$ cat config.mk
export PLATFORM = sky130hd
export DESIGN_NAME = rgb_contrast_stretch_top
export DESIGN_NICKNAME = d
export VERILOG_FILES = /design/src/rtl/rcs_pkg.sv /design/src/rtl/rgb_contrast_stretch_top.sv /design/src/rtl/rcs_front.sv /design/src/rtl/rcs_back.sv
export VERILOG_INCLUDE_DIRS = /design/src /design/src/rtl
export SDC_FILE = /design/constraint.sdc
export NUM_CORES = 1
export LEC_CHECK = 0
export ABC_AREA = 0
export BUFFER_PORTS_ARGS = -buffer_cell sky130_fd_sc_hd__buf_2
export CAP_MARGIN = 10
export CORE_ASPECT_RATIO = 1.75
export CORE_UTILIZATION = 30
export DETAILED_ROUTE_END_ITERATION = 6
export PLACE_DENSITY = 0.53
export SETUP_SLACK_MARGIN = 0.1
export SYNTH_ARGS = -nofsm -noshare
export SYNTH_HDL_FRONTEND = slang
export SYNTH_SLANG_ARGS = --single-unit
$ cat constraint.sdc
create_clock -name clk -period 15.6 [get_ports clk]
set_input_delay 1.56 -clock clk [delete_from_list [all_inputs] [get_ports clk]]
set_output_delay 1.56 -clock clk [all_outputs]
set_load 0.005 [all_outputs]
$ cat src/rtl/rgb_contrast_stretch_top_macros.svh
// Assertion macros for the contrast stretch block.
// Used by rgb_contrast_stretch_top; no other dependencies.
`ifndef RGB_CONTRAST_STRETCH_TOP_MACROS_SVH
`define RGB_CONTRAST_STRETCH_TOP_MACROS_SVH
`ifndef SYNTHESIS
// antecedent holds -> consequent holds in the same cycle
`define RCS_ASSERT_SAME(label, clk, rst, ante, cons, msg) \
  label: assert property (@(posedge clk) disable iff (rst) (ante) |-> (cons)) \
    else $error(msg);
// antecedent holds -> consequent holds in the next cycle
`define RCS_ASSERT_NEXT(label, clk, rst, ante, cons, msg) \
  label: assert property (@(posedge clk) disable iff (rst) (ante) |=> (cons)) \
    else $error(msg);
`else
`define RCS_ASSERT_SAME(label, clk, rst, ante, cons, msg)
`define RCS_ASSERT_NEXT(label, clk, rst, ante, cons, msg)
`endif
`endif

$ cat src/rtl/rcs_pkg.sv
// Shared types and constants for the RGB contrast stretch block.
// No dependencies.
`default_nettype none
package rcs_pkg;

  localparam int PIX_W           = 8;
  localparam int MASK_W          = 3;
  localparam int NUM_CH          = 3;
  localparam int QUEUE_DEPTH_DEF = 4;
  localparam logic [PIX_W-1:0] FULL_SCALE = 8'd255;

  // Item classes decided at the front
  typedef enum logic [1:0] {
    KIND_GATHER  = 2'd0,
    KIND_LOAD    = 2'd1,
    KIND_STRETCH = 2'd2
  } kind_t;

  typedef struct packed {
    kind_t            kind;
    logic [PIX_W-1:0] red;
    logic [PIX_W-1:0] green;
    logic [PIX_W-1:0] blue;
  } item_t;

endpackage
`default_nettype wire

$ cat src/rtl/rgb_contrast_stretch_top.sv
// RGB min/max contrast stretch: a queueing front end feeding an executing
// back end. Depends on rcs_pkg, rcs_front, rcs_back and the macros header.
`default_nettype none
`include "rgb_contrast_stretch_top_macros.svh"
// Gather pixels (opcode 0) update each channel's low/high, first_pixel loads
// them; they give no result. Stretch pixels (opcode 1) give one result each:
// per channel the low byte of (x - low) * floor(255 / (high - low)), or 0
// with its flat_mask bit set when the channel has no range. The front end
// takes one pixel per cycle while its QUEUE_DEPTH-entry queue is not full;
// the back end retires one gather or one stretch per cycle unless it is
// dividing or a stretch finds the result register held. The first stretch
// after reset or after any gather waits while the bit-serial divider starts
// and rebuilds the scales (one quotient bit per cycle, three channels in
// parallel). out_valid follows the queue slot and the result register.
module rgb_contrast_stretch_top #(
  parameter int QUEUE_DEPTH = rcs_pkg::QUEUE_DEPTH_DEF
) (
  input  wire logic                       clk,
  input  wire logic                       rst,
  input  wire logic                       in_valid,
  output logic                            in_ready,
  input  wire logic                       opcode,
  input  wire logic                       first_pixel,
  input  wire logic [rcs_pkg::PIX_W-1:0]  red_in,
  input  wire logic [rcs_pkg::PIX_W-1:0]  green_in,
  input  wire logic [rcs_pkg::PIX_W-1:0]  blue_in,
  output logic                            out_valid,
  input  wire logic                       out_ready,
  output logic [rcs_pkg::PIX_W-1:0]       red_out,
  output logic [rcs_pkg::PIX_W-1:0]       green_out,
  output logic [rcs_pkg::PIX_W-1:0]       blue_out,
  output logic [rcs_pkg::MASK_W-1:0]      flat_mask
);
  import rcs_pkg::*;

  logic  q_valid;
  logic  q_ready;
  item_t q_item;

  rcs_front #(
    .QUEUE_DEPTH(QUEUE_DEPTH)
  ) u_front (
    .clk        (clk),
    .rst        (rst),
    .in_valid   (in_valid),
    .in_ready   (in_ready),
    .opcode     (opcode),
    .first_pixel(first_pixel),
    .red_in     (red_in),
    .green_in   (green_in),
    .blue_in    (blue_in),
    .q_valid    (q_valid),
    .q_ready    (q_ready),
    .q_item     (q_item)
  );

  rcs_back u_back (
    .clk      (clk),
    .rst      (rst),
    .q_valid  (q_valid),
    .q_ready  (q_ready),
    .q_item   (q_item),
    .out_valid(out_valid),
    .out_ready(out_ready),
    .red_out  (red_out),
    .green_out(green_out),
    .blue_out (blue_out),
    .flat_mask(flat_mask)
  );

  // Checks
  `RCS_ASSERT_NEXT(a_push_visible, clk, rst, in_valid && in_ready, q_valid,
                   "transfer in not queued")
  `RCS_ASSERT_NEXT(a_stretch_emits, clk, rst,
                   q_valid && q_ready && q_item.kind == KIND_STRETCH, out_valid,
                   "stretch retired without result")
  `RCS_ASSERT_SAME(a_flat_red_zero, clk, rst, out_valid && flat_mask[0], red_out == '0,
                   "flat red channel not zero")

endmodule
`default_nettype wire

$ cat src/rtl/rcs_front.sv
// Front end: accepts pixels, classifies them, and queues them for the back end.
// Depends on rcs_pkg.
`default_nettype none
module rcs_front #(
  parameter int QUEUE_DEPTH = rcs_pkg::QUEUE_DEPTH_DEF
) (
  input  wire logic                      clk,
  input  wire logic                      rst,
  input  wire logic                      in_valid,
  output logic                           in_ready,
  input  wire logic                      opcode,
  input  wire logic                      first_pixel,
  input  wire logic [rcs_pkg::PIX_W-1:0] red_in,
  input  wire logic [rcs_pkg::PIX_W-1:0] green_in,
  input  wire logic [rcs_pkg::PIX_W-1:0] blue_in,
  output logic                           q_valid,
  input  wire logic                      q_ready,
  output rcs_pkg::item_t                 q_item
);
  import rcs_pkg::*;

  localparam int PTR_W = (QUEUE_DEPTH > 1) ? $clog2(QUEUE_DEPTH) : 1;
  localparam int CNT_W = $clog2(QUEUE_DEPTH + 1);
  localparam logic [PTR_W-1:0] LAST_PTR = PTR_W'(QUEUE_DEPTH - 1);
  localparam logic [CNT_W-1:0] FULL_CNT = CNT_W'(QUEUE_DEPTH);

  item_t            slots [QUEUE_DEPTH];
  logic [PTR_W-1:0] wr_ptr;
  logic [PTR_W-1:0] rd_ptr;
  logic [CNT_W-1:0] count;
  item_t            cls_item;
  logic             push;
  logic             pop;

  // Classify the incoming pixel
  always_comb begin
    cls_item.red   = red_in;
    cls_item.green = green_in;
    cls_item.blue  = blue_in;
    if (opcode) begin
      cls_item.kind = KIND_STRETCH;
    end else if (first_pixel) begin
      cls_item.kind = KIND_LOAD;
    end else begin
      cls_item.kind = KIND_GATHER;
    end
  end

  assign in_ready = (count != FULL_CNT);
  assign push     = in_valid && in_ready;
  assign q_valid  = (count != '0);
  assign pop      = q_valid && q_ready;
  assign q_item   = slots[rd_ptr];

  // Queue storage
  always_ff @(posedge clk) begin
    if (push) begin
      slots[wr_ptr] <= cls_item;
    end
  end

  // Queue pointers and fill count
  always_ff @(posedge clk) begin
    if (rst) begin
      wr_ptr <= '0;
      rd_ptr <= '0;
      count  <= '0;
    end else begin
      if (push) begin
        wr_ptr <= (wr_ptr == LAST_PTR) ? '0 : wr_ptr + 1'b1;
      end
      if (pop) begin
        rd_ptr <= (rd_ptr == LAST_PTR) ? '0 : rd_ptr + 1'b1;
      end
      if (push && !pop) begin
        count <= count + 1'b1;
      end else if (pop && !push) begin
        count <= count - 1'b1;
      end
    end
  end

endmodule
`default_nettype wire

$ cat src/rtl/rcs_back.sv
// Back end: tracks channel extremes, derives scales with per-channel bit-serial
// dividers, and stretches pixels into a registered result. Depends on rcs_pkg.
`default_nettype none
module rcs_back (
  input  wire logic                        clk,
  input  wire logic                        rst,
  input  wire logic                        q_valid,
  output logic                             q_ready,
  input  wire rcs_pkg::item_t              q_item,
  output logic                             out_valid,
  input  wire logic                        out_ready,
  output logic [rcs_pkg::PIX_W-1:0]        red_out,
  output logic [rcs_pkg::PIX_W-1:0]        green_out,
  output logic [rcs_pkg::PIX_W-1:0]        blue_out,
  output logic [rcs_pkg::MASK_W-1:0]       flat_mask
);
  import rcs_pkg::*;

  localparam int STEP_W = $clog2(PIX_W);
  localparam logic [STEP_W-1:0] LAST_STEP = STEP_W'(PIX_W - 1);

  typedef enum logic {ST_RUN, ST_DIVIDE} state_t;

  state_t                              state;
  logic                                scale_ok;
  logic [STEP_W-1:0]                   step;
  logic [NUM_CH-1:0][PIX_W-1:0]        low;
  logic [NUM_CH-1:0][PIX_W-1:0]        high;
  logic [NUM_CH-1:0][PIX_W-1:0]        scale;
  logic [NUM_CH-1:0][PIX_W-1:0]        rem;

  logic [NUM_CH-1:0][PIX_W-1:0]        pix;
  logic [NUM_CH-1:0][PIX_W-1:0]        rng;
  logic [NUM_CH-1:0]                   flat;
  logic [NUM_CH-1:0][PIX_W-1:0]        rem_next;
  logic [NUM_CH-1:0]                   qbit;
  logic [NUM_CH-1:0][PIX_W-1:0]        stretched;
  logic [NUM_CH-1:0][PIX_W-1:0]        low_next;
  logic [NUM_CH-1:0][PIX_W-1:0]        high_next;
  logic                                pop;
  logic                                start_div;

  assign pix = {q_item.blue, q_item.green, q_item.red};

  // Per-channel range, flat test, divider step, stretch and extreme update
  always_comb begin
    logic [PIX_W:0]     shifted;
    logic [PIX_W:0]     diff9;
    logic [PIX_W-1:0]   diff;
    logic [2*PIX_W-1:0] prod;
    for (int c = 0; c < NUM_CH; c++) begin
      flat[c]  = !(high[c] > low[c]);
      rng[c]   = high[c] - low[c];
      // restoring step of FULL_SCALE / range, one quotient bit a cycle
      shifted  = {rem[c], FULL_SCALE[step]};
      diff9    = shifted - {1'b0, rng[c]};
      qbit[c]  = !diff9[PIX_W];
      rem_next[c] = qbit[c] ? diff9[PIX_W-1:0] : shifted[PIX_W-1:0];
      // stretch: low byte of (x - low) * scale
      diff     = pix[c] - low[c];
      prod     = (2*PIX_W)'(diff) * (2*PIX_W)'(scale[c]);
      stretched[c] = flat[c] ? '0 : prod[PIX_W-1:0];
      // extremes
      low_next[c]  = low[c];
      high_next[c] = high[c];
      if (q_item.kind == KIND_LOAD) begin
        low_next[c]  = pix[c];
        high_next[c] = pix[c];
      end else begin
        if (pix[c] < low[c]) begin
          low_next[c] = pix[c];
        end
        if (pix[c] > high[c]) begin
          high_next[c] = pix[c];
        end
      end
    end
  end

  // Which queued item can retire this cycle
  always_comb begin
    q_ready = 1'b0;
    if (state == ST_RUN) begin
      case (q_item.kind)
        KIND_GATHER,
        KIND_LOAD:    q_ready = 1'b1;
        KIND_STRETCH: q_ready = scale_ok && (!out_valid || out_ready);
        default:      q_ready = 1'b1;
      endcase
    end
  end

  assign pop       = q_valid && q_ready;
  assign start_div = (state == ST_RUN) && q_valid &&
                     (q_item.kind == KIND_STRETCH) && !scale_ok;

  // Control, extremes, divider and result register
  always_ff @(posedge clk) begin
    if (rst) begin
      state     <= ST_RUN;
      scale_ok  <= 1'b0;
      out_valid <= 1'b0;
      low       <= '0;
      high      <= '0;
    end else begin
      // result valid: set by a retired stretch, cleared by a transfer out
      if (pop && (q_item.kind == KIND_STRETCH)) begin
        out_valid <= 1'b1;
      end else if (out_valid && out_ready) begin
        out_valid <= 1'b0;
      end
      case (state)
        ST_RUN: begin
          if (start_div) begin
            state <= ST_DIVIDE;
            step  <= LAST_STEP;
            rem   <= '0;
            scale <= '0;
          end else if (pop) begin
            case (q_item.kind)
              KIND_GATHER,
              KIND_LOAD: begin
                low      <= low_next;
                high     <= high_next;
                scale_ok <= 1'b0;
              end
              KIND_STRETCH: begin
                red_out   <= stretched[0];
                green_out <= stretched[1];
                blue_out  <= stretched[2];
                flat_mask <= flat;
              end
              default: begin
              end
            endcase
          end
        end
        ST_DIVIDE: begin
          for (int c = 0; c < NUM_CH; c++) begin
            rem[c]   <= rem_next[c];
            scale[c] <= {scale[c][PIX_W-2:0], qbit[c]};
          end
          step <= step - 1'b1;
          if (step == '0) begin
            state    <= ST_RUN;
            scale_ok <= 1'b1;
          end
        end
        default: state <= ST_RUN;
      endcase
    end
  end

endmodule
`default_nettype wire

==> results of run 1 <==
-- metrics by stage --
stage,util,area [um2]
2_1_floorplan,-,15890
4_1_cts,0.3405,17830
3_5_place_dp,0.3223,16880
5_1_grt,0.3405,17830
3_3_place_gp,0.3223,16880
6_report,0.3405,17830
-- cell families after synthesis --
kind of cell,Yosys count,share of synthesized area
multiplexers,82,0.07213
AO/OA/AOI/OAI,194,0.08001
adder cells (fa/ha/maj),203,0.1816
flip-flops,242,0.4196
buffers and inverters,203,0.05166
XOR/XNOR,89,0.05481
AND/OR/NAND/NOR,455,0.1402
-- state kept, by name, summed over array words and instances (netlist names), 2 cells and up, named ones only --
| register | cells |
|---|---|
| u_back.low | 24 |
| u_front.wr_ptr | 2 |
| u_back.step | 3 |
| u_front.count | 3 |
| u_back.green_out | 8 |
| u_back.flat_mask | 3 |
| u_back.scale | 24 |
| u_back.red_out | 8 |
| u_back.rem | 24 |
| u_front.slots | 104 |
| u_back.high | 24 |
| u_back.blue_out | 8 |
| u_front.rd_ptr | 2 |
-- cell type report --
| class | instances | area, um2 | area share |
|---|---|---|---|
| tap | 678 | 848.3 | 0.04758 |
| sequential | 242 | 6668 | 0.3740 |
| inverter | 153 | 574.3 | 0.03221 |
| clock buffer | 35 | 748.2 | 0.04197 |
| multi-input combinational | 1023 | 8421 | 0.4723 |
| timing repair buffer | 68 | 365.4 | 0.02049 |
| clock inverter | 13 | 203.9 | 0.01144 |
-- final timing paths --
kind / start / endpoint / slack [ns] / cells past startpoint
hold reg to reg: u_back.low[12] / u_back.low[12] / 0.48 / 2
setup / recovery: register / u_back.red_out[7] / 9.29 / 22
hold / removal: u_back.low[12] / u_back.low[12] / 0.48 / 2
setup reg to reg: register / u_back.red_out[7] / 9.29 / 22
-- layer usage --
layer  part of all wire  global-route usage  vias to the layer above  wire length, um
li1                   -                   -                     5183                -
met2               0.52              0.2440                      109            17670
met3              0.030             0.01761                       57             1002
met4              0.032             0.04954                        4             1086
met5            0.00059                   0                        -               20
met1               0.42              0.1452                     5031            14080
-- synthesized netlist by cell type (24+ instances only) --
master | number | area (um2)
dfxtp_1 | 60 | 1201
xnor2_1 | 57 | 499.2
mux2i_1 | 56 | 560.5
xor2_1 | 25 | 219.0
nand3_1 | 24 | 120.1
a21o_1 | 24 | 180.2
o21ai_0 | 31 | 155.2
a21oi_1 | 62 | 310.3
clkbuf_1 | 26 | 97.59
nor3_1 | 43 | 215.2
ha_1 | 157 | 1964
inv_1 | 151 | 566.8
mux4_2 | 26 | 585.6
nor2b_1 | 53 | 331.6
edfxtp_1 | 182 | 5465
nor2_1 | 104 | 390.4
and2_1 | 50 | 312.8
nand2b_1 | 24 | 150.1
fa_1 | 46 | 920.9
nand2_1 | 122 | 457.9
-- worst min-delay path, stage by stage (launching register included) --
cell and delay, ns:
dfxtp_1 0.31, o21ai_0 0.06, a21oi_1 0.06
==> metrics.md, run 1 <==
| Metric | Value |
|---|---|
| Routed via count | `10.38k` |
| Initial core utilization | `0.3035` |
| Die span in y | `306.4 um` |
| Net count after synthesis | `1,701` |
| Number of failing hold endpoints at the final stage | `0` |
| Start-to-end type of the worst setup path | `register to register` |
| TritonCTS Sinks | `242` |
| Post-detailed-route DRC marker count | `0` |
| Routed wire length | `33.86 mm` |
| Vias in the first global route | `10.91k` |
| Transition time at the pin with the least slew margin | `1.175 ns` |
| Share of the clock period used by the worst path after layout | `0.4043` |
| Worst hold slack | `0.4790 ns` |
| Warning count from the yosys run | `0` |
| Most common flop cell mapped by yosys | `edfxtp_1` |
| First-pass GRT wire length | `56.02 mm` |
| Most common library cell in the layout ignoring fill and taps | `edfxtp_1` |
| Count of non-filler cells in the finished layout | `2,212` |
| GRT Resource Usage Total | `0.1297` |
| Total of hold buffers inserted after clock tree synthesis | `0` |
| Worst-case clock buffer depth | `3` |
| Cell area after synthesis | `15,890 um2` |
| Max Clock Skew | `0.01359 ns` |
| Crit path launch type | `register` |
| Number of ports placed on the die boundary | `59` |
| Site row count | `111` |
| Final HPWL DP | `25.33 mm` |
| CP max stage cell | `fa_1` |
| Synthesized flop and latch total | `242` |
| Max stage delay on crit path | `0.54 ns` |
| Outcome | `complete, no violations` |
| Relative slew slack | `0.2169` |
| Port buffer count | `58` |
| Setup TNS | `0 ns` |
| Antenna violations before repair | `2` |
| Layout cell share with drive strength beyond 1 | `0.1030` |
| Routability congestion estimate from global placement | `0.8134` |
| Crit path cell chain | `buf_4, mux4_2, inv_1, ha_1, fa_1, nand2b_1, o2bb2ai_1, xnor2_1, and2_1, fa_1, ha_1, inv_1, fa_1, fa_1, inv_1, ha_1, a21oi_1, xnor2_1, xnor2_1, xnor3_1, xor3_1, nor2_1` |
| Highest Clock Rate | `158.6 MHz` |
| Top library cells by usage in the layout, fill and taps aside | `edfxtp_1, ha_1, inv_1` |
| Worst Hold Class | `register to register` |
| Vias per std cell | `4.694` |
| Max-slew violation total from the final report | `0` |
| Synthesized area divided by synthesized cell count | `10.82 um2` |
| Area growth from synthesis to layout | `12.21%` |
| Critical path buffer and inverter count | `4` |
| Max-cap viol count | `0` |
| Post-CTS repair timing setup buffer count | `0` |
| Ys async rst share | `0` |
| Average wire length per cell after detail routing | `15.31 um` |
| Critical-path maximum fanout | `18` |
| Filler Cells Inserted | `5,206` |
| Unrepaired setup endpoints after global routing | `no` |
| DIE AREA | `53,920 um2` |
| Minimum setup slack after placement | `9.238 ns` |
| Clock period minus final worst setup slack | `6.307 ns` |
| Final-stage net count | `1,747` |
| Pre-antenna DRT Iters | `4` |
| Gate count after technology mapping | `1,468` |
| Number of levels the H-tree was split into | `1` |
| 1st-iter DRT viols | `410` |
| Placeable core region | `52,360 um2` |
| Instance count after placement with tap cells included | `2,164` |
| Final setup fails | `0` |
| Number of flops mapped to enable cells by yosys | `182` |
| Synth unique cells | `59` |
| Post-route antenna net violation count | `0` |
| Total global routing overflow | `0` |
| Portion of the post-synthesis area used by sequential elements | `0.4196` |
| Clock latency of the later-clocked register in the worst-skew pair | `0.55 ns` |
| CTS buffer count | `26` |
| Gate family responsible for the most delay along the worst path | `adder cells` |
| PostCTS Resize Cnt | `0` |
| Capturing element type of the critical path | `register` |
| Critical path data required time | `15.89 ns` |
| Largest net degree at the start of global routing | `72` |
| CTS tree | `built` |
| Width of the die | `176.0 um` |
| CTS clock-pin slew for the worst setup and hold paths | `0.06 ns` |
| Number of antenna cells inserted | `0` |
| Worst-case setup margin in the final layout | `9.293 ns` |
| Data arrival time of the critical path | `6.60 ns` |
| Cell seen most often among critical-path stages | `fa_1` |
| CTS root buf | `clkbuf_16` |
Power of run 1 is not shown: default switching activity piles up to over one toggle a cycle in this logic, so the estimate is an artifact.
==> run 2, diff against run 1 <==
- clock period: 15.6 -> 6.55 ns (I/O delays scaled with it)
==> run 2 against run 1 <==
  * Sequential share of layout area grew 0.19 points
  * Worst hold slack got worse by 0.16 ns
  * Global-route usage fell by 0.15 points
  * Worst setup slack got worse by 8.8 ns
  * Register-to-register slack got worse by 8.8 ns
  * Cell count rose by 0.14%
  * Clock-buffer cell count is 8 lower
  * Flip-flop and latch count stayed put
  * Critical path depth is 1 lower
  * Wire length fell by 0.65%
==> metrics.md, run 2 (synthesis gave the netlist of run 1 again) <==
| Metric | Value |
|---|---|
| Setup TNS | `0 ns (unchanged)` |
| Port buffer count | `58 (unchanged)` |
| CTS clock-pin slew for the worst setup and hold paths | `0.07 ns (about the same)` |
| Unrepaired setup endpoints after global routing | `no` |
| Max-slew violation total from the final report | `0 (unchanged)` |
| Capturing element type of the critical path | `register` |
| CTS buffer count | `25 (-3.8%)` |
| Site row count | `111 (unchanged)` |
| Amount of wire on met3 after detailed routing | `1.060 mm (+5.8%)` |
| TritonCTS Sinks | `242 (unchanged)` |
| Highest Clock Rate | `166.2 MHz (+4.8%)` |
| CP max stage cell | `mux4_2` |
| Largest net degree at the start of global routing | `59 (-18%)` |
| Post-detailed-route DRC marker count | `0 (unchanged)` |
| Data arrival time of the critical path | `6.29 ns (-0.31 ns)` |
| 1st-iter DRT viols | `402 (-2.0%)` |
| Critical-path maximum fanout | `11 (-7)` |
| Antenna violations before repair | `1 (-1)` |
| Final-stage net count | `1,752 (+0.29%)` |
| Largest reg by FF count | `u_front.slots` |
| Routability congestion estimate from global placement | `0.8065 (-0.85%)` |
| Routed wl met2 | `18.18 mm (+2.9%)` |
| GRT Resource Usage Total | `0.1282 (-0.001517)` |
| CTS root buf | `clkbuf_16` |
| Placeable core region | `52,360 um2 (unchanged)` |
| Total global routing overflow | `0 (unchanged)` |
| Final setup fails | `0 (unchanged)` |
| Cell seen most often among critical-path stages | `fa_1` |
| Die span in y | `306.4 um (unchanged)` |
| Max Clock Skew | `0.01471 ns (+0.001115 ns)` |
| Initial core utilization | `0.3035 (unchanged)` |
| First-pass GRT wire length | `55.64 mm (-0.68%)` |
| Number of antenna cells inserted | `0 (unchanged)` |
| Max reg flops | `104 (unchanged)` |
| Routed wire length | `33.64 mm (-0.65%)` |
| Placed inst area | `16,920 um2 (+0.27%)` |
| Number of ports placed on the die boundary | `59 (unchanged)` |
| Worst-case setup margin in the final layout | `0.5322 ns (-8.761 ns)` |
| DIE AREA | `53,920 um2 (unchanged)` |
| Top layer in use | `met4` |
| Worst-case clock buffer depth | `3 (unchanged)` |
| Number of failing hold endpoints at the final stage | `0 (unchanged)` |
| Share of the clock period used by the worst path after layout | `0.9187 (+0.5145)` |
| Layout cell share with drive strength beyond 1 | `0.1061 (+0.003052)` |
| Number of levels the H-tree was split into | `1 (unchanged)` |
| Area growth from synthesis to layout | `11.63%` |
| Crit path cell chain | `buf_4, mux4_2, ha_1, o21a_1, nor2_1, xnor2_1, nand2_1, fa_1, inv_1, fa_1, inv_1, fa_1, fa_1, inv_1, ha_1, a21oi_1, xnor2_1, xnor2_1, xnor3_1, a21oi_1, nor3_2` |
| CTS tree | `built` |
| Clock latency of the later-clocked register in the worst-skew pair | `0.55 ns (about the same)` |
| Total of hold buffers inserted after clock tree synthesis | `0 (unchanged)` |
| Vias in the first global route | `10.92k (+0.11%)` |
| Crit path launch type | `register` |
| Average wire length per cell after detail routing | `15.19 um (-0.78%)` |
| PostCTS Resize Cnt | `0 (unchanged)` |
| Top library cells by usage in the layout, fill and taps aside | `edfxtp_1, ha_1, inv_1` |
| Worst Hold Class | `input pin to register` |
| Relative slew slack | `0.1976 (-0.01926)` |
| Vias per std cell | `4.674 (-0.42%)` |
| Routed via count | `10.35k (-0.29%)` |
| Clock period minus final worst setup slack | `6.018 ns (-0.2891 ns)` |
| Critical path data required time | `6.83 ns (-9.06 ns)` |
| Final HPWL DP | `25.44 mm (+0.46%)` |
| Post-Layout Inst Area | `17,740 um2 (-0.51%)` |
| Max-cap viol count | `0 (unchanged)` |
| Post-route antenna net violation count | `0 (unchanged)` |
| Most common library cell in the layout ignoring fill and taps | `edfxtp_1` |
| Routed metal-1 wire length | `13.61 mm (-3.4%)` |
| Min-delay src | `red_in[6]` |
| Start-to-end type of the worst setup path | `register to register` |
| Pre-antenna DRT Iters | `4 (unchanged)` |
| Utilization after layout | `0.3388 (-0.001744)` |
| Outcome | `complete, no violations` |
| Max stage delay on crit path | `0.58 ns (+0.04 ns)` |
| Minimum setup slack after placement | `0.4781 ns (-8.759 ns)` |
| Transition time at the pin with the least slew margin | `1.204 ns (+0.02889 ns)` |
| Post-CTS repair timing setup buffer count | `0 (unchanged)` |
| Width of the die | `176.0 um (unchanged)` |
-- run 2: cell count changes in the layout (fill, tap and decap cells not counted), sizes merged --
cell,delta
buf,+6
bufinv,-2
clkbuf,-8
clkinv,+4
clkinvlp,+3
-- run 2: through the flow --
| step | std cells | hold slack (ns) |
|---|---|---|
| 5_1_grt | 2215 | 0.3156 |
| 2_1_floorplan | 1468 | 0.4538 |
| 3_5_place_dp | 2170 | 0.4669 |
| 4_1_cts | 2215 | 0.2977 |
| 3_3_place_gp | 2170 | 0.4606 |
| 6_report | 2215 | 0.3217 |
-- run 2: cell type report --
type                       instances  area, um2
tap                              678      848.3
multi-input combinational       1023       8421
inverter                         153      574.3
clock inverter                    18      182.7
fill                            5218      34620
sequential                       242       6668
timing repair buffer              74      410.4
clock buffer                      27      633.1
-- run 2: final timing paths --
kind	end	slack, ns	depth (start not counted)
setup / recovery	u_back.blue_out[7]	0.53	21
hold / removal	u_front.slots[2][22]	0.32	1
setup reg to reg	u_back.blue_out[7]	0.53	21
hold reg to reg	u_back.low[18]	0.48	2
-- run 2: metal layers --
metal  GRT usage  vias to the layer above
met1      0.1396                     5013
met3     0.01612                       37
li1            -                     5190
met5           0                        -
met4     0.04065                        0
met2      0.2505                      114
-- run 2: worst max-delay path: cells and delay by family, from the launching register on --
family	cells	cell delay, ns
fa+ha+maj	6	2.42
xor+xnor	4	0.88
mux	1	0.58
flops	1	0.57
buf+inv	4	0.47
compound gates	3	0.45
simple gates	3	0.37
Power of run 2 is left out for the same reason.
